<file path="src/design/key_press_classifier_top_defines.svh">
// Assertion macros shared by the key press classifier RTL
`ifndef KEY_PRESS_CLASSIFIER_TOP_DEFINES_SVH
`define KEY_PRESS_CLASSIFIER_TOP_DEFINES_SVH

// Same-cycle implication, sampled on clk_i, off during reset
`define KPC_ASSERT_IMP(lbl, ante, cons, msg) \
  lbl: assert property (@(posedge clk_i) disable iff (!rst_ni) (ante) |-> (cons)) \
    else $error(msg);

// Next-cycle implication, sampled on clk_i, off during reset
`define KPC_ASSERT_NXT(lbl, ante, cons, msg) \
  lbl: assert property (@(posedge clk_i) disable iff (!rst_ni) (ante) |=> (cons)) \
    else $error(msg);

`endif

</file>
<file path="src/design/kpc_pkg.sv">
// Types and constants of the key press classifier
`timescale 1ns / 1ps
package kpc_pkg;

  localparam int unsigned TimerW = 16;
  localparam int unsigned MsW    = 14;
  localparam int unsigned TickW  = 8;
  localparam int unsigned IdxW   = 3;

  typedef enum logic [1:0] {
    CODE_NONE   = 2'd0,
    CODE_SHORT  = 2'd1,
    CODE_LONG   = 2'd2,
    CODE_DOUBLE = 2'd3
  } kpc_code_e;

  typedef enum logic {
    MODE_TICK = 1'b0,
    MODE_READ = 1'b1
  } kpc_mode_e;

  typedef enum logic [IdxW-1:0] {
    REG_LONG_EN     = 3'd0,
    REG_DOUBLE_EN   = 3'd1,
    REG_TICK_MS     = 3'd2,
    REG_LONG_LIMIT  = 3'd3,
    REG_SHORT_LIMIT = 3'd4,
    REG_DBL_WINDOW  = 3'd5,
    REG_LONG_RELOAD = 3'd6
  } kpc_reg_e;

  localparam logic             RstLongEn     = 1'b1;
  localparam logic             RstDoubleEn   = 1'b1;
  localparam logic [TickW-1:0] RstTickMs     = 8'd20;
  localparam logic [MsW-1:0]   RstLongLimit  = 14'd1500;
  localparam logic [MsW-1:0]   RstShortLimit = 14'd200;
  localparam logic [MsW-1:0]   RstDblWindow  = 14'd200;
  localparam logic [MsW-1:0]   RstLongReload = 14'd201;

  typedef struct packed {
    logic             long_enable;
    logic             double_enable;
    logic [TickW-1:0] tick_ms;
    logic [MsW-1:0]   long_limit_ms;
    logic [MsW-1:0]   short_limit_ms;
    logic [MsW-1:0]   double_window_ms;
    logic [MsW-1:0]   long_reload_ms;
  } kpc_cfg_t;

  typedef struct packed {
    logic mode;
    logic pin_level;
  } kpc_item_t;

  typedef struct packed {
    logic [1:0] key_code;
    logic [1:0] event_code;
  } kpc_res_t;

endpackage

</file>
<file path="src/design/kpc_if.sv">
// Handshake channels of the key press classifier: input items and result items
`timescale 1ns / 1ps
interface kpc_in_if;
  logic valid;
  logic ready;
  logic mode;
  logic pin_level;

  modport source (output valid, output mode, output pin_level, input ready);
  modport sink   (input valid, input mode, input pin_level, output ready);
endinterface

interface kpc_out_if;
  logic       valid;
  logic       ready;
  logic [1:0] key_code;
  logic [1:0] event_code;

  modport source (output valid, output key_code, output event_code, input ready);
  modport sink   (input valid, input key_code, input event_code, output ready);
endinterface

</file>
<file path="src/design/kpc_cfg_regs.sv">
// Configuration register file of the key press classifier
`timescale 1ns / 1ps
module kpc_cfg_regs (
  input  logic                     clk_i,
  input  logic                     rst_ni,
  input  logic                     cfg_we_i,
  input  logic [kpc_pkg::IdxW-1:0] cfg_idx_i,
  input  logic [kpc_pkg::MsW-1:0]  cfg_wdata_i,
  output kpc_pkg::kpc_cfg_t        cfg_o
);
  import kpc_pkg::*;

  kpc_cfg_t cfg_q, cfg_d;

  always_comb begin
    cfg_d = cfg_q;
    if (cfg_we_i) begin
      unique case (kpc_reg_e'(cfg_idx_i))
        REG_LONG_EN:     cfg_d.long_enable      = cfg_wdata_i[0];
        REG_DOUBLE_EN:   cfg_d.double_enable    = cfg_wdata_i[0];
        REG_TICK_MS:     cfg_d.tick_ms          = cfg_wdata_i[TickW-1:0];
        REG_LONG_LIMIT:  cfg_d.long_limit_ms    = cfg_wdata_i;
        REG_SHORT_LIMIT: cfg_d.short_limit_ms   = cfg_wdata_i;
        REG_DBL_WINDOW:  cfg_d.double_window_ms = cfg_wdata_i;
        REG_LONG_RELOAD: cfg_d.long_reload_ms   = cfg_wdata_i;
        default: ;  // unused index, write dropped
      endcase
    end
  end

  always_ff @(posedge clk_i or negedge rst_ni) begin
    if (!rst_ni) begin
      cfg_q.long_enable      <= RstLongEn;
      cfg_q.double_enable    <= RstDoubleEn;
      cfg_q.tick_ms          <= RstTickMs;
      cfg_q.long_limit_ms    <= RstLongLimit;
      cfg_q.short_limit_ms   <= RstShortLimit;
      cfg_q.double_window_ms <= RstDblWindow;
      cfg_q.long_reload_ms   <= RstLongReload;
    end else begin
      cfg_q <= cfg_d;
    end
  end

  assign cfg_o = cfg_q;

endmodule

</file>
<file path="src/design/kpc_core.sv">
// Button state, hold and gap timers, and the per-item classification step
`timescale 1ns / 1ps
`include "key_press_classifier_top_defines.svh"
module kpc_core (
  input  logic                clk_i,
  input  logic                rst_ni,
  input  logic                step_i,
  input  kpc_pkg::kpc_item_t  item_i,
  input  kpc_pkg::kpc_cfg_t   cfg_i,
  output kpc_pkg::kpc_res_t   res_o
);
  import kpc_pkg::*;

  logic              cur_q, cur_d, prev_q, prev_d;
  logic [TimerW-1:0] hold_q, hold_d, gap_q, gap_d;
  logic              frs_q, frs_d;
  logic [1:0]        latch_q, latch_d;
  logic [1:0]        ev;

  logic              prev, cur;
  logic [TimerW-1:0] h_edge, h_add, g_rel, g_add;
  logic [TimerW-1:0] long_lim, short_lim, win, tick, reload;
  logic              long_fire, rel_short, frs_rel;

  assign long_lim  = TimerW'(cfg_i.long_limit_ms);
  assign short_lim = TimerW'(cfg_i.short_limit_ms);
  assign win       = TimerW'(cfg_i.double_window_ms);
  assign tick      = TimerW'(cfg_i.tick_ms);
  assign reload    = TimerW'(cfg_i.long_reload_ms);

  always_comb begin
    cur_d   = cur_q;
    prev_d  = prev_q;
    hold_d  = hold_q;
    gap_d   = gap_q;
    frs_d   = frs_q;
    latch_d = latch_q;
    ev      = CODE_NONE;
    res_o   = '0;

    prev = cur_q;
    cur  = ~item_i.pin_level;

    // hold timer: clear on press, count while held at or below the limit
    h_edge = (!prev && cur && cfg_i.long_enable) ? '0 : hold_q;
    h_add  = (prev && cur && cfg_i.long_enable && (h_edge <= long_lim))
             ? h_edge + tick : h_edge;
    long_fire = prev && cfg_i.long_enable && (h_add > long_lim);
    if (long_fire) begin
      ev     = CODE_LONG;
      hold_d = reload;
    end else begin
      hold_d = h_add;
    end

    // release within the short limit
    rel_short = prev && !cur && (hold_d <= short_lim);
    frs_rel   = frs_q;
    g_rel     = gap_q;
    if (rel_short) begin
      if (!cfg_i.double_enable) begin
        ev = CODE_SHORT;
      end else if (!frs_q) begin
        frs_rel = 1'b1;
        g_rel   = '0;
      end else if (gap_q <= win) begin
        ev      = CODE_DOUBLE;
        frs_rel = 1'b0;
      end
    end

    // gap timer runs while a first release is pending; timeout is a short press
    g_add = frs_rel ? g_rel + tick : g_rel;
    gap_d = g_add;
    frs_d = frs_rel;
    if (frs_rel && (g_add > win)) begin
      ev    = CODE_SHORT;
      frs_d = 1'b0;
    end

    if (item_i.mode == MODE_READ) begin
      res_o.key_code = latch_q;
      if (step_i) begin
        latch_d = CODE_NONE;
      end
    end else begin
      res_o.event_code = ev;
      if (step_i) begin
        prev_d = prev;
        cur_d  = cur;
        if (ev != CODE_NONE) begin
          latch_d = ev;
        end
      end else begin
        hold_d = hold_q;
        gap_d  = gap_q;
        frs_d  = frs_q;
      end
    end
    if (!step_i || item_i.mode == MODE_READ) begin
      hold_d = hold_q;
      gap_d  = gap_q;
      frs_d  = frs_q;
    end
  end

  always_ff @(posedge clk_i or negedge rst_ni) begin
    if (!rst_ni) begin
      cur_q   <= 1'b0;
      prev_q  <= 1'b0;
      hold_q  <= '0;
      gap_q   <= '0;
      frs_q   <= 1'b0;
      latch_q <= CODE_NONE;
    end else begin
      cur_q   <= cur_d;
      prev_q  <= prev_d;
      hold_q  <= hold_d;
      gap_q   <= gap_d;
      frs_q   <= frs_d;
      latch_q <= latch_d;
    end
  end

  `KPC_ASSERT_NXT(a_read_clears, step_i && item_i.mode == MODE_READ, latch_q == CODE_NONE, "read did not clear latched code")
  `KPC_ASSERT_NXT(a_event_latched, step_i && item_i.mode == MODE_TICK && ev != CODE_NONE, latch_q == $past(ev), "event not latched")
  `KPC_ASSERT_NXT(a_idle_holds, !step_i, $stable(hold_q) && $stable(gap_q) && $stable(latch_q), "state moved without an item")

endmodule

</file>
<file path="src/design/key_press_classifier_top.sv">
// Top level of the key press classifier: channel registers, config and core
`timescale 1ns / 1ps
`include "key_press_classifier_top_defines.svh"
// Short / long / double press classifier for one active-low push button.
// Input channel (in_i): mode 0 is a sampling tick carrying the raw pin
//   level (0 = pressed); mode 1 reads the latched code and clears it.
// Output channel (out_o): one result item per input item. A tick gives the
//   code it caused in event_code (key_code 0); a read gives the latched code
//   in key_code (event_code 0). Codes: 0 none, 1 short, 2 long, 3 double.
// Config port: cfg_we_i writes cfg_wdata_i into register cfg_idx_i at the
//   clock edge; index 7 is ignored. Write only while the block is idle.
// Flow: an accepted item is held in the input register, then stepped into the
//   result register. Throughput: one item per cycle while out_o is ready; the
//   step is one pass of compares and 16-bit adds between the two registers.
// Reset (rst_ni low, asynchronous): config returns to its defaults
//   (long and double on, 20 ms tick, limits 1500/200/200, reload 201),
//   timers and history clear, latched code is none, both channels empty.
// Stall: while a result waits for out_o.ready, one more item is taken into
//   the input register; after that in_i.ready drops until the result leaves.
module key_press_classifier_top (
  input  logic                     clk_i,
  input  logic                     rst_ni,
  kpc_in_if.sink                   in_i,
  kpc_out_if.source                out_o,
  input  logic                     cfg_we_i,
  input  logic [kpc_pkg::IdxW-1:0] cfg_idx_i,
  input  logic [kpc_pkg::MsW-1:0]  cfg_wdata_i
);
  import kpc_pkg::*;

  kpc_cfg_t  cfg;
  kpc_item_t item_q, item_d;
  kpc_res_t  res, res_q, res_d;
  logic      in_vld_q, in_vld_d, out_vld_q, out_vld_d;
  logic      step, in_take;

  kpc_cfg_regs u_cfg (
    .clk_i       (clk_i),
    .rst_ni      (rst_ni),
    .cfg_we_i    (cfg_we_i),
    .cfg_idx_i   (cfg_idx_i),
    .cfg_wdata_i (cfg_wdata_i),
    .cfg_o       (cfg)
  );

  // step retires the item in the input register into the result register
  assign step     = in_vld_q && (!out_vld_q || out_o.ready);
  assign in_i.ready = !in_vld_q || step;
  assign in_take  = in_i.valid && in_i.ready;

  kpc_core u_core (
    .clk_i  (clk_i),
    .rst_ni (rst_ni),
    .step_i (step),
    .item_i (item_q),
    .cfg_i  (cfg),
    .res_o  (res)
  );

  always_comb begin
    item_d    = item_q;
    in_vld_d  = in_vld_q;
    res_d     = res_q;
    out_vld_d = out_vld_q;
    if (in_take) begin
      item_d.mode      = in_i.mode;
      item_d.pin_level = in_i.pin_level;
      in_vld_d         = 1'b1;
    end else if (step) begin
      in_vld_d = 1'b0;
    end
    if (step) begin
      res_d     = res;
      out_vld_d = 1'b1;
    end else if (out_o.ready) begin
      out_vld_d = 1'b0;
    end
  end

  always_ff @(posedge clk_i or negedge rst_ni) begin
    if (!rst_ni) begin
      in_vld_q  <= 1'b0;
      out_vld_q <= 1'b0;
    end else begin
      in_vld_q  <= in_vld_d;
      out_vld_q <= out_vld_d;
    end
  end

  always_ff @(posedge clk_i) begin
    item_q <= item_d;
    res_q  <= res_d;
  end

  assign out_o.valid      = out_vld_q;
  assign out_o.key_code   = res_q.key_code;
  assign out_o.event_code = res_q.event_code;

  `KPC_ASSERT_IMP(a_one_field, out_vld_q, res_q.key_code == CODE_NONE || res_q.event_code == CODE_NONE, "both result fields nonzero")
  `KPC_ASSERT_IMP(a_stall_cause, !in_i.ready, in_vld_q && out_vld_q && !out_o.ready, "input stalled without a waiting result")
  `KPC_ASSERT_NXT(a_step_fills, step, out_vld_q, "retired item left no result")

endmodule
</file>
<file path="src/flat_wrapper.sv">
// flat-port wrapper written by rule: the top's interface ports become plain ports
module key_press_classifier_top_flat import kpc_pkg::*;
  (clk_i, rst_ni, cfg_we_i, cfg_idx_i, cfg_wdata_i, in_i_valid, in_i_mode, in_i_pin_level, in_i_ready, out_o_valid, out_o_key_code, out_o_event_code, out_o_ready);
  kpc_in_if in_i_i ();
  kpc_out_if out_o_i ();
  input  logic clk_i;
  input  logic rst_ni;
  input  logic cfg_we_i;
  input  logic [kpc_pkg::IdxW-1:0] cfg_idx_i;
  input  logic [kpc_pkg::MsW-1:0] cfg_wdata_i;
  input wire logic [$bits(in_i_i.valid)-1:0] in_i_valid;
  input wire logic [$bits(in_i_i.mode)-1:0] in_i_mode;
  input wire logic [$bits(in_i_i.pin_level)-1:0] in_i_pin_level;
  output wire logic [$bits(in_i_i.ready)-1:0] in_i_ready;
  output wire logic [$bits(out_o_i.valid)-1:0] out_o_valid;
  output wire logic [$bits(out_o_i.key_code)-1:0] out_o_key_code;
  output wire logic [$bits(out_o_i.event_code)-1:0] out_o_event_code;
  input wire logic [$bits(out_o_i.ready)-1:0] out_o_ready;
  assign in_i_i.valid = in_i_valid;
  assign in_i_i.mode = in_i_mode;
  assign in_i_i.pin_level = in_i_pin_level;
  assign in_i_ready = in_i_i.ready;
  assign out_o_valid = out_o_i.valid;
  assign out_o_key_code = out_o_i.key_code;
  assign out_o_event_code = out_o_i.event_code;
  assign out_o_i.ready = out_o_ready;
  key_press_classifier_top u_core (.clk_i(clk_i), .rst_ni(rst_ni), .in_i(in_i_i), .out_o(out_o_i), .cfg_we_i(cfg_we_i), .cfg_idx_i(cfg_idx_i), .cfg_wdata_i(cfg_wdata_i));
endmodule
</file>
<file path="config.mk">
export PLATFORM = sky130hd
export DESIGN_NAME = key_press_classifier_top_flat
export DESIGN_NICKNAME = d
export VERILOG_FILES = /design/src/design/kpc_pkg.sv /design/src/design/kpc_if.sv /design/src/design/kpc_cfg_regs.sv /design/src/design/kpc_core.sv /design/src/design/key_press_classifier_top.sv /design/src/flat_wrapper.sv
export VERILOG_INCLUDE_DIRS = /design/src /design/src/design
export SDC_FILE = /design/constraint.sdc
export NUM_CORES = 1
export LEC_CHECK = 0
export BUFFER_PORTS_ARGS = -buffer_cell sky130_fd_sc_hd__buf_2
export CAP_MARGIN = 20
export CORE_MARGIN = 5
export CORE_UTILIZATION = 45
export DETAILED_ROUTE_END_ITERATION = 10
export PLACE_DENSITY = 0.62
export SYNTH_ARGS = -nofsm -noshare
export SYNTH_HDL_FRONTEND = slang
export SYNTH_SLANG_ARGS = --single-unit
</file>
<file path="constraint.sdc">
create_clock -name clk_i -period 12.24 [get_ports clk_i]
set_input_delay 2.448 -clock clk_i [delete_from_list [all_inputs] [get_ports clk_i]]
set_output_delay 2.448 -clock clk_i [all_outputs]
set_load 0.03 [all_outputs]
</file>
# Yosys cells after proc, flatten, opt, wreduce, memory -nomap -nowiden
# Index checks and enable logic that the tools add are counted.
[op_classes] n_addsub=2 order_cmp=5 eq_ne=6 n_mux=32 bitwise_logic=3 reduce_logical=35
[op_table] operator="$mux 16" count=11
[op_table] operator="$le 16x14->1" count=3
[op_table] operator="$add 16x8->16" count=2
[op_table] operator="$gt 16x14->1" count=2
[op_table] operator="$mux 2" count=10
[op_table] operator="$reduce_and 2->1" count=10
[op_table] operator="$logic_and 1x1->1" count=12
[op_table] operator="$mux 1" count=11
[op_table] operator="$reduce_bool 2->1" count=5
[op_table] operator="$eq 3x3->1 const B" count=3
[op_table] operator="$eq 3x2->1 const B" count=2
[op_table] operator="$logic_not 1->1" count=4
[op_table] operator="$eq 3x1->1 const B" count=1
[op_table] operator="$logic_not 3->1" count=1
[op_table] operator="$logic_or 1x1->1" count=3
[op_table] operator="$not 1->1" count=3
[word_totals] ff_bits=110 inputBits=24 output_inout_bits=6 word_cells=101

# Longest topological paths before layout
# Gate-level depths: netlist of run 1.
[depth] depth_word=22 ltp_mapped=52 mapped_depth_nobuf=49

# Cells and area by module
# From an unflattened synthesis of run 1, not the netlist that was laid out.
[hier_totals] hier_cells=751 area_unflattened_um2=7701.1
[modules_own_cells] mod="kpc_core" n_inst=1 cells_per_inst=592 area_each_um2=4870.9 seq_area_each_um2=900.9
[modules_own_cells] mod="kpc_cfg_regs" n_inst=1 cells_per_inst=145 area_each_um2=2546.2 seq_area_each_um2=1677.9
[modules_own_cells] mod="key_press_classifier_top" n_inst=1 cells_per_inst=14 area_each_um2=284.0 seq_area_each_um2=230.2

# Least setup slack after synthesis of run 1
# OpenSTA, ideal clock, no wires.
[synth_path] path_type="reg-to-reg" from="register u_core.u_cfg.cfg_q (netlist bit u_core.u_cfg.cfg_o[65])" to="register u_core.res_q (netlist bit u_core.out_o.event_code[1]) (data pin)" setup_ns=0.271 arrival_time_ns=9.662 required_ns=11.969 setup_slack_ns=2.307 path_stages_with_launch=49 path_buffers=4 period_less_slack_ns=9.933 cell_sequence="dfstp_2 > or3b_1 > buf_2 > clkbuf_1 > and2_1 > ha_1 > a41o_1 > a221oi_2 > o211ai_1 > a221o_1 > and2_4 > buf_6 > mux2_4 > ha_1 > or4_1 > o21ai_0 > a21oi_1 > o31ai_1 > [... 13 more ...] > inv_1 > fa_1 > nor2b_1 > o21ai_0 > a21o_1 > a31oi_1 > nor2b_1 > nand2_1 > xnor2_1 > nor2_1 > ha_1 > nand3_1 > nor2_1 > a31oi_1 > a311oi_1 > nor3_1 > a211oi_1 > nor3_1"
[synth_via] elab_chain_cells=16 word_cells_on_any_way=25 classes_between="add/sub: 2; order compare: 4; mux: 12; reduce/logical: 7"
[synth_lines] item="start, declared" line_no="kpc_cfg_regs.sv:13" text="kpc_cfg_t cfg_q, cfg_d;"
[synth_lines] item="start signal, assigned" line_no="kpc_cfg_regs.sv:41" text="cfg_q <= cfg_d;"
[synth_lines] item="$logic_and 1x1->1" line_no="kpc_core.sv:45" text="h_edge = (!prev && cur && cfg_i.long_enable) ? '0 : hold_q;"
[synth_lines] item="$mux 16" line_no="kpc_core.sv:45"
[synth_lines] item="$le 16x14->1" line_no="kpc_core.sv:46" text="h_add = (prev && cur && cfg_i.long_enable && (h_edge <= long_lim))"
[synth_lines] item="$logic_and 1x1->1" line_no="kpc_core.sv:46"
[synth_lines] item="$mux 16" line_no="kpc_core.sv:47" text="? h_edge + tick : h_edge;"
[synth_lines] item="$gt 16x14->1" line_no="kpc_core.sv:48" text="long_fire = prev && cfg_i.long_enable && (h_add > long_lim);"
[synth_lines] item="$logic_and 1x1->1" line_no="kpc_core.sv:48"
[synth_lines] item="$mux 16 (*)" line_no="kpc_core.sv:49" text="if (long_fire) begin"
[synth_lines] item="$le 16x14->1 (*)" line_no="kpc_core.sv:57" text="rel_short = prev && !cur && (hold_d <= short_lim);"
[synth_lines] item="$logic_and 1x1->1 (*)" line_no="kpc_core.sv:57"
[synth_lines] item="$mux 16" line_no="kpc_core.sv:60" text="if (rel_short) begin"
[synth_lines] item="$add 16x8->16" line_no="kpc_core.sv:73" text="g_add = frs_rel ? g_rel + tick : g_rel;"
[synth_lines] item="$mux 16 (*)" line_no="kpc_core.sv:73"
[synth_lines] item="named net u_core.u_core.g_add[12]" line_no="kpc_core.sv:21" text="logic [TimerW-1:0] h_edge, h_add, g_rel, g_add;"
[synth_lines] item="$gt 16x14->1 (*)" line_no="kpc_core.sv:76" text="if (frs_rel && (g_add > win)) begin"
[synth_lines] item="$logic_and 1x1->1 (*)" line_no="kpc_core.sv:76"
[synth_lines] item="$mux 2 (*)" line_no="kpc_core.sv:76"
[synth_lines] item="end signal, assigned" line_no="key_press_classifier_top.sv:92" text="res_q <= res_d;"
[synth_lines] item="end, declared" line_no="key_press_classifier_top.sv:33" text="kpc_res_t res, res_q, res_d;"
# Mark *: on every way through the listed nets, which the timed path passes. The rest lies on a longest branch.
# A chain may end at the register's enable or synchronous reset.

# Final worst setup path of run 1
# Ends and elaborated chain as after synthesis.

==> results.md, run 1 <==
* Commonest non-fill, non-tap cells in the layout: 83 x ha_1, 83 x dfrtp_1, 72 x mux2_2
* Routed Antenna Nets at 0
* Detailed Route WL at 19,500 um
* Post-Syn Area at roughly 7700 um2
* PwrDens at 177 nW/um2
* Final instance area at 8350 um2
* CP startpoint kind: register
* Largest net degree at the start of global routing at 64
* Slew @ Worst Pin at 0.827 ns
* Clock slew at reported path FFs at approximately 0.080 ns
* Slew HR at 44.8%
* Crit path capture: u_core.out_o.event_code[1]
* First-pass GRT wire length at 31,500 um
* Worst-skew pair later-pin latency at roughly 0.36 ns
* Fmax at 87.7 MHz
* Final core occ at 50.1%
* Synthesis Warnings at 0
* Effective utilization at floorplan at 46.1%
* Final setup violation count at 0
* Die W at 141 um
* Mapped Nets at 875
* Max Slew Vio Count at 0
* Synth Flop Type: dfrtp_1
* Clock sink total at 110
* Global placer's final weighted congestion at 0.945
* Clock Skew at 0.0108 ns
* Arrival @ worst endpoint at approximately 11 ns
* Post-synthesis sequential area ratio at 36.6%
* CTS tree: yes
* Vias in the first global route at 5,808
* Max VDD drop at 0.0796 mV
* Area of the multi-input gates at 4530 um2
* Drt first pass iters at 5
* Synth async-reset ratio at 94.5%
* Leakage at a little under 4 nW
* Area grow syn2layout at 8.88%
* Status: complete, no violations
* Non-filler cells in the finished layout at a little over 1,000
* Final net count at 902
* Synth Instances at between 700 and 800
* Via count at 5,811
* Max-cap violations at 0
* WS Path Type: register to register
* DP HPWL at 15,200 um
* #FFs+latches synth at 110
* Fin crit share at 93.2%
* Bufs on Longest Clock Path at 2
* Hold Buf Count CTS at 0
* Register area at about 2800 um2
* Placed cell count at 997
* Die area at 19,700 um2
* Via-to-Cell Ratio at 5.70
* Wire per inst at between 15 and 20 um
* Initial antenna violation count at 0
* Clock root cell: clkbuf_16
* Final hold violations at 0
* R2R Path End: u_core.out_o.event_code[1]
* CP Capture Type: register
* Reg2reg setup slack at 0.83 ns
* Port buffer count at 29
* Die span in y at between 100 and 150 um
* GRT Residual Overflow at 0
* Syn avg cell area at 9.99 um2
* Cell row count at 47
* Antenna cells at 0
* R2r startpoint: u_core.u_cfg.cfg_o[65]
* Ports at 30
* RSZ-0062 raised after global routing: false
* Post-synth EDFFs at 6
* Core area at 16,600 um2
* Filler cell count at 1,512
* Critical path origin: u_core.u_cfg.cfg_o[65]
* Hold/Removal Path Class: register to register
* DRC Markers at 0
* Crit path largest cell delay at 0.65 ns
* Setup TNS at 0 ns
* Critical-path top delay cell: or3b_1
* Crit path required time at 12.33 ns
* CP most frequent cell: ha_1
* Layout cells sized above 1 at 22.4%
* DR iter-0 viols at around 380
* Count of different cell masters after synthesis at 61
* Total GRT Usage at around a fifth
* Period minus WS final at 11.41 ns
* CTS H-tree lvls at 3
* Area after DPL at 8020 um2
* R2R depth at 45
* Worst-path fanout max at 20
* Total CTS buffers at 9
==> final cells by class <==
type | count | share of cell area (%)
multi-input combinational | 576 | 54.3
sequential | 110 | 33.7
tap | 220 | 3.30
timing repair buffer | 41 | 2.95
clock buffer | 9 | 2.70
inverter | 56 | 2.52
clock inverter | 7 | 0.585
==> synth_stat cells, types with 13 or more instances <==
library cell  instances  area, um2
nand3_1              19       95.1
ha_1                 83       1040
mux2_4               17        255
inv_1                56        210
mux2_2               72        811
nand2_1              61        229
o21ai_0              62        310
dfrtp_1              83       2080
and2_1               20        125
nand4_1              13       81.3
nor3_1               14       70.1
a21oi_1              34        170
nor2_1               34        128
clkbuf_1             19       71.3
dfstp_2              21        552
==> critical path: cells and delay by family (launching register included) <==
family                     cells  cell delay (ns)
DFF                            1             0.56
xor gates and xnor gates       1             0.08
and+or+nand+nor               21             4.61
buffers and inverters          3             0.63
muxes                          2             0.66
AOI/OAI and AO/OA             13             3.15
adders and majority gates      5             1.39
==> per-layer routing <==
layer	GRT usage, %	wire (um)	vias to the layer above
met5	0	0	-
met4	4.39	232	0
met3	3.51	622	14
met2	34.1	9540	98
met1	27.3	9140	2878
li1	-	-	2821
==> cells by family after synthesis <==
kind of cell	Yosys count	share of synthesized area, %
adders and majority gates	84	13.8
AOI/OAI and AO/OA	163	13.6
and+or+nand+nor	210	14.1
buffers and inverters	81	4.37
DFF	110	36.6
muxes	95	14.7
xor gates and xnor gates	24	2.74
==> timing repair <==
| action | 4_1_cts | 5_1_grt |
|---|---|---|
| setup endpoints to repair | 0 | 5 |
| buffers inserted | 0 | 3 |
| resized for setup | 0 | 2 |
| endpoints found under the hold margin | 0 | 0 |
==> flip-flops by register name, indices dropped and copies added, names as in the netlist <==
register and count:
u_core.u_core.gap_q 16, u_core.u_core.frs_q 1, u_core.u_cfg.cfg_o 66, u_core.item_q 2, u_core.out_o.key_code 2, u_core.u_core.cur_q 1, u_core.out_o.valid 1, u_core.in_vld_q 1
u_core.u_core.latch_q 2, u_core.out_o.event_code 2, u_core.u_core.hold_q 16
==> stage by stage <==
| stage | hold WS [ns] | power, W | worst slack [ns] |
|---|---|---|---|
| 2_1_floorplan | 0.450 | 0.00101 | 2.31 |
| 3_3_place_gp | 0.466 | 0.00118 | 0.936 |
| 3_5_place_dp | 0.472 | 0.00119 | 0.630 |
| 4_1_cts | 0.490 | 0.00148 | 0.582 |
| 5_1_grt | 0.530 | 0.00159 | 0.0384 |
| 6_report | 0.490 | 0.00148 | 0.835 |
==> report_power, final <==
group          switching (W)  internal, W
combinational       0.000372     0.000298
clock               0.000142     0.000139
sequential         0.0000688     0.000455
total               0.000583     0.000893
==> worst min-delay path by stage <==
stage,from,end,slack (ns),depth (start not counted)
6_report,u_core.u_core.gap_q[0],u_core.u_core.gap_q[0],0.49,2
5_1_grt,u_core.in_vld_q,u_core.out_o.valid,0.53,1
4_1_cts,u_core.u_core.gap_q[0],u_core.u_core.gap_q[0],0.49,2
3_5_place_dp,u_core.u_core.gap_q[0],u_core.u_core.gap_q[0],0.47,2
3_3_place_gp,u_core.u_core.gap_q[0],u_core.u_core.gap_q[0],0.47,2
2_1_floorplan,u_core.u_core.gap_q[0],u_core.u_core.gap_q[0],0.45,2
Note: power is estimated with default switching activity, not from simulation.
==> inputs of run 2 (changes only) <==
--- a/config.mk
+++ b/config.mk
@@ -9,9 +9,9 @@
 export BUFFER_PORTS_ARGS = -buffer_cell sky130_fd_sc_hd__buf_2
 export CAP_MARGIN = 20
 export CORE_MARGIN = 5
-export CORE_UTILIZATION = 45
+export CORE_UTILIZATION = 55
 export DETAILED_ROUTE_END_ITERATION = 10
-export PLACE_DENSITY = 0.62
+export PLACE_DENSITY = 0.73
 export SYNTH_ARGS = -nofsm -noshare
 export SYNTH_HDL_FRONTEND = slang
 export SYNTH_SLANG_ARGS = --single-unit
==> run 2 against run 1 <==
  * Combinational power increased by 2%
  * Cell count decreased by 4.0%
  * First-iteration DRC count increased by 15%
  * Sequential share of layout area increased by 0.17 points
  * Routed wire length about the same
  * Non-clock buffer count decreased by 1
  * Power increased by 1.4%
  * Clock skew decreased by 0.0028 ns
  * Worst setup slack improved by 0.058 ns
  * Maximum frequency increased by 0.51%
  * Register-to-register slack improved by 0.06 ns
  * Highest routed layer unchanged
==> results.md, run 2 (same netlist as run 1, synthesis figures left out) <==
* Fmax at 88.1 MHz (+0.51%)
* Clock root cell: clkbuf_16
* Period minus WS final at 11.35 ns (-0.0580 ns)
* Vias in the first global route at 6,116 (+5.3%)
* Leakage at 3.95 nW (+0.16%)
* CP Buf/Inv Count at 3 (unchanged)
* Final worst slack at 0.893 ns (+0.0580 ns)
* Critical-path top delay cell: or3b_1
* RSZ-0062 raised after global routing: false
* Status: complete, no violations
* First-pass GRT wire length at 31,300 um (-0.70%)
* Wire length on met3 at 974 um (+57%)
* Arrival @ worst endpoint at 11.44 ns (-0.05 ns)
* Area grow syn2layout at 8.33%
* Total GRT Usage at 24.3% (+4.1 points)
* Hold-critical path endpoint: u_core.out_o.valid
* Core area at 13,800 um2 (-17%)
* Initial antenna violation count at 0 (unchanged)
* WHS at 0.491 ns (+0.000540 ns)
* CP Capture Type: register
* Area after DPL at 7970 um2 (-0.53%)
* Total internal power at 0.000897 W (+0.44%)
* Cell row count at 43 (-8.5%)
* Sw Pwr at 0.000599 W (+2.8%)
* R2r startpoint: u_core.u_cfg.cfg_o[65]
* Largest register FFs at 66 (unchanged)
* Total Power at 0.00150 W (+1.4%)
* Via count at 5,993 (+3.1%)
* Hold Buf Count CTS at 0 (unchanged)
* Reg2reg setup slack at 0.89 ns (+0.06 ns)
* Met1 Wirelength at 8510 um (-6.8%)
* Clock Skew at 0.00801 ns (-0.00283 ns)
* Slew HR at 31.0% (-14 points)
* Met2 Wirelength at 9230 um (-3.2%)
* Comb pwr share at 45.6% (+0.2 points)
* Worst-skew pair later-pin latency at 0.36 ns (about the same)
* Die W at 128 um (-8.9%)
* Ports at 30 (unchanged)
* Hold/Removal Path Class: register to register
* DR iter-0 viols at 434 (+15%)
* GRT Residual Overflow at 0 (unchanged)
* Filler cell count at 1,210 (-20%)
* Drt first pass iters at 5 (unchanged)
* Bufs on Longest Clock Path at 2 (unchanged)
* Setup TNS at 0 ns (unchanged)
* WHS Path Cells at 1 (-1)
* Dpl ws at 0.794 ns (+0.164 ns)
* Reg power frac at 34.8% (-0.7 points)
* WS Path Type: register to register
* DRC Markers at 0 (unchanged)
* Final setup violation count at 0 (unchanged)
* Die span in y at 128 um (-8.9%)
* Worst-path fanout max at 20 (unchanged)
* Effective utilization at floorplan at 55.7% (+9.6 points)
* Antenna cells at 0 (unchanged)
* Port buffer count at 29 (unchanged)
* Clock slew at reported path FFs at 0.08 ns (about the same)
* Layout cells sized above 1 at 22.3% (-0.097 points)
* Clock share of power at 19.6% (+0.5 points)
* R2R Path End: u_core.out_o.event_code[1]
* Routed Antenna Nets at 0 (unchanged)
* CP most frequent cell: ha_1
* Fin crit share at 92.7% (-0.47 points)
* Via-to-Cell Ratio at 6.13 (+7.5%)
* Wire per inst at 20.0 um (+4.2%)
* Detailed Route WL at 19,500 um (about the same)
* Max Used Layer: met4
* Final hold violations at 0 (unchanged)
* CTS H-tree lvls at 3 (unchanged)
* Max Slew Vio Count at 0 (unchanged)
* PwrDens at 180 nW/um2 (+1.9%)
* Final instance area at 8300 um2 (-0.51%)
* Slew @ Worst Pin at 1.03 ns (+0.202 ns)
* Final net count at 901 (-0.11%)
* Crit path largest cell delay at 0.64 ns (about the same)
* CTS tree: yes
* Clock sink total at 110 (unchanged)
* Global placer's final weighted congestion at 0.935 (-1.0%)
* Die area at 16,400 um2 (-17%)
* Register area at 2810 um2 (unchanged)
* Total CTS buffers at 9 (unchanged)
* CP startpoint kind: register
* Max VDD drop at 0.0835 mV (+4.8%)
* Commonest non-fill, non-tap cells in the layout: 83 x ha_1, 83 x dfrtp_1, 72 x mux2_2
* Switching share of power at 40.0% (+0.55 points)
* Max-cap violations at 0 (unchanged)
* R2R depth at 46 (+2.2%)
* Worst path top cell family by delay: simple AND/OR/NAND/NOR gates
* Area of the multi-input gates at 4530 um2 (about the same)
* Hold_sp: u_core.in_vld_q
* Crit path required time at 12.33 ns (about the same)
* DP HPWL at 15,300 um (+0.76%)
* Largest net degree at the start of global routing at 82 (+28%)
run 2: layout make-up:
cell class | instances | area share, %
inverter | 56 | 2.53
tap | 180 | 2.71
sequential | 110 | 33.8
clock inverter | 7 | 0.678
clock buffer | 9 | 2.71
multi-input combinational | 576 | 54.6
timing repair buffer | 40 | 2.98
run 2: worst max-delay path by stage:
| stage | from | to | slack [ns] | cells after the start |
|---|---|---|---|---|
| after floorplan | u_core.u_cfg.cfg_o[65] | u_core.out_o.event_code[1] | 2.31 | 48 |
| after global placement | u_core.u_cfg.cfg_o[65] | u_core.out_o.event_code[0] | 1.06 | 45 |
| after detailed placement | u_core.u_cfg.cfg_o[65] | u_core.out_o.event_code[1] | 0.79 | 46 |
| after CTS | u_core.u_cfg.cfg_o[65] | u_core.out_o.event_code[1] | 0.70 | 46 |
| after global routing | u_core.u_cfg.cfg_o[65] | u_core.out_o.event_code[1] | 0.05 | 45 |
| final | u_core.u_cfg.cfg_o[65] | u_core.out_o.event_code[1] | 0.89 | 46 |
run 2: what timing repair did:
action | 4_1_cts | 5_1_grt
gates resized for setup | 0 | 1
setup endpoints to repair | 0 | 4
buffers inserted | 0 | 2
run 2: through the flow:
step / util (%) / std cells
floorplan: - / 767
global placement: 57.9 / 958
detailed placement: 57.9 / 958
CTS: 59.9 / 974
global route: 60.3 / 978
finish: 60.3 / 978
run 2: worst reg2reg max path, delay by kind of cell (launching register included):
kind                       cells  cell delay, ns
and+or+nand+nor               20            4.46
xor gates and xnor gates       1            0.15
buffers and inverters          3            0.62
adders and majority gates      6            1.44
DFF                            1            0.56
muxes                          2            0.68
AOI/OAI and AO/OA             14            3.19
run 2: power by group through the flow:
stage	clock [W]	sequential, W	combinational (W)
after floorplan	0	0.000499	0.000508
after global placement	0	0.000524	0.000649
after detailed placement	0	0.000526	0.000670
after CTS	0.000296	0.000520	0.000676
after global routing	0.000311	0.000532	0.000761
final	0.000293	0.000521	0.000682
run 2: metal layers:
metal  track usage [%]  up-vias
li1                  -     2817
met1              31.3     2953
met2              40.7      176
met3              3.79       47
met4              10.5        0
met5                 0        -
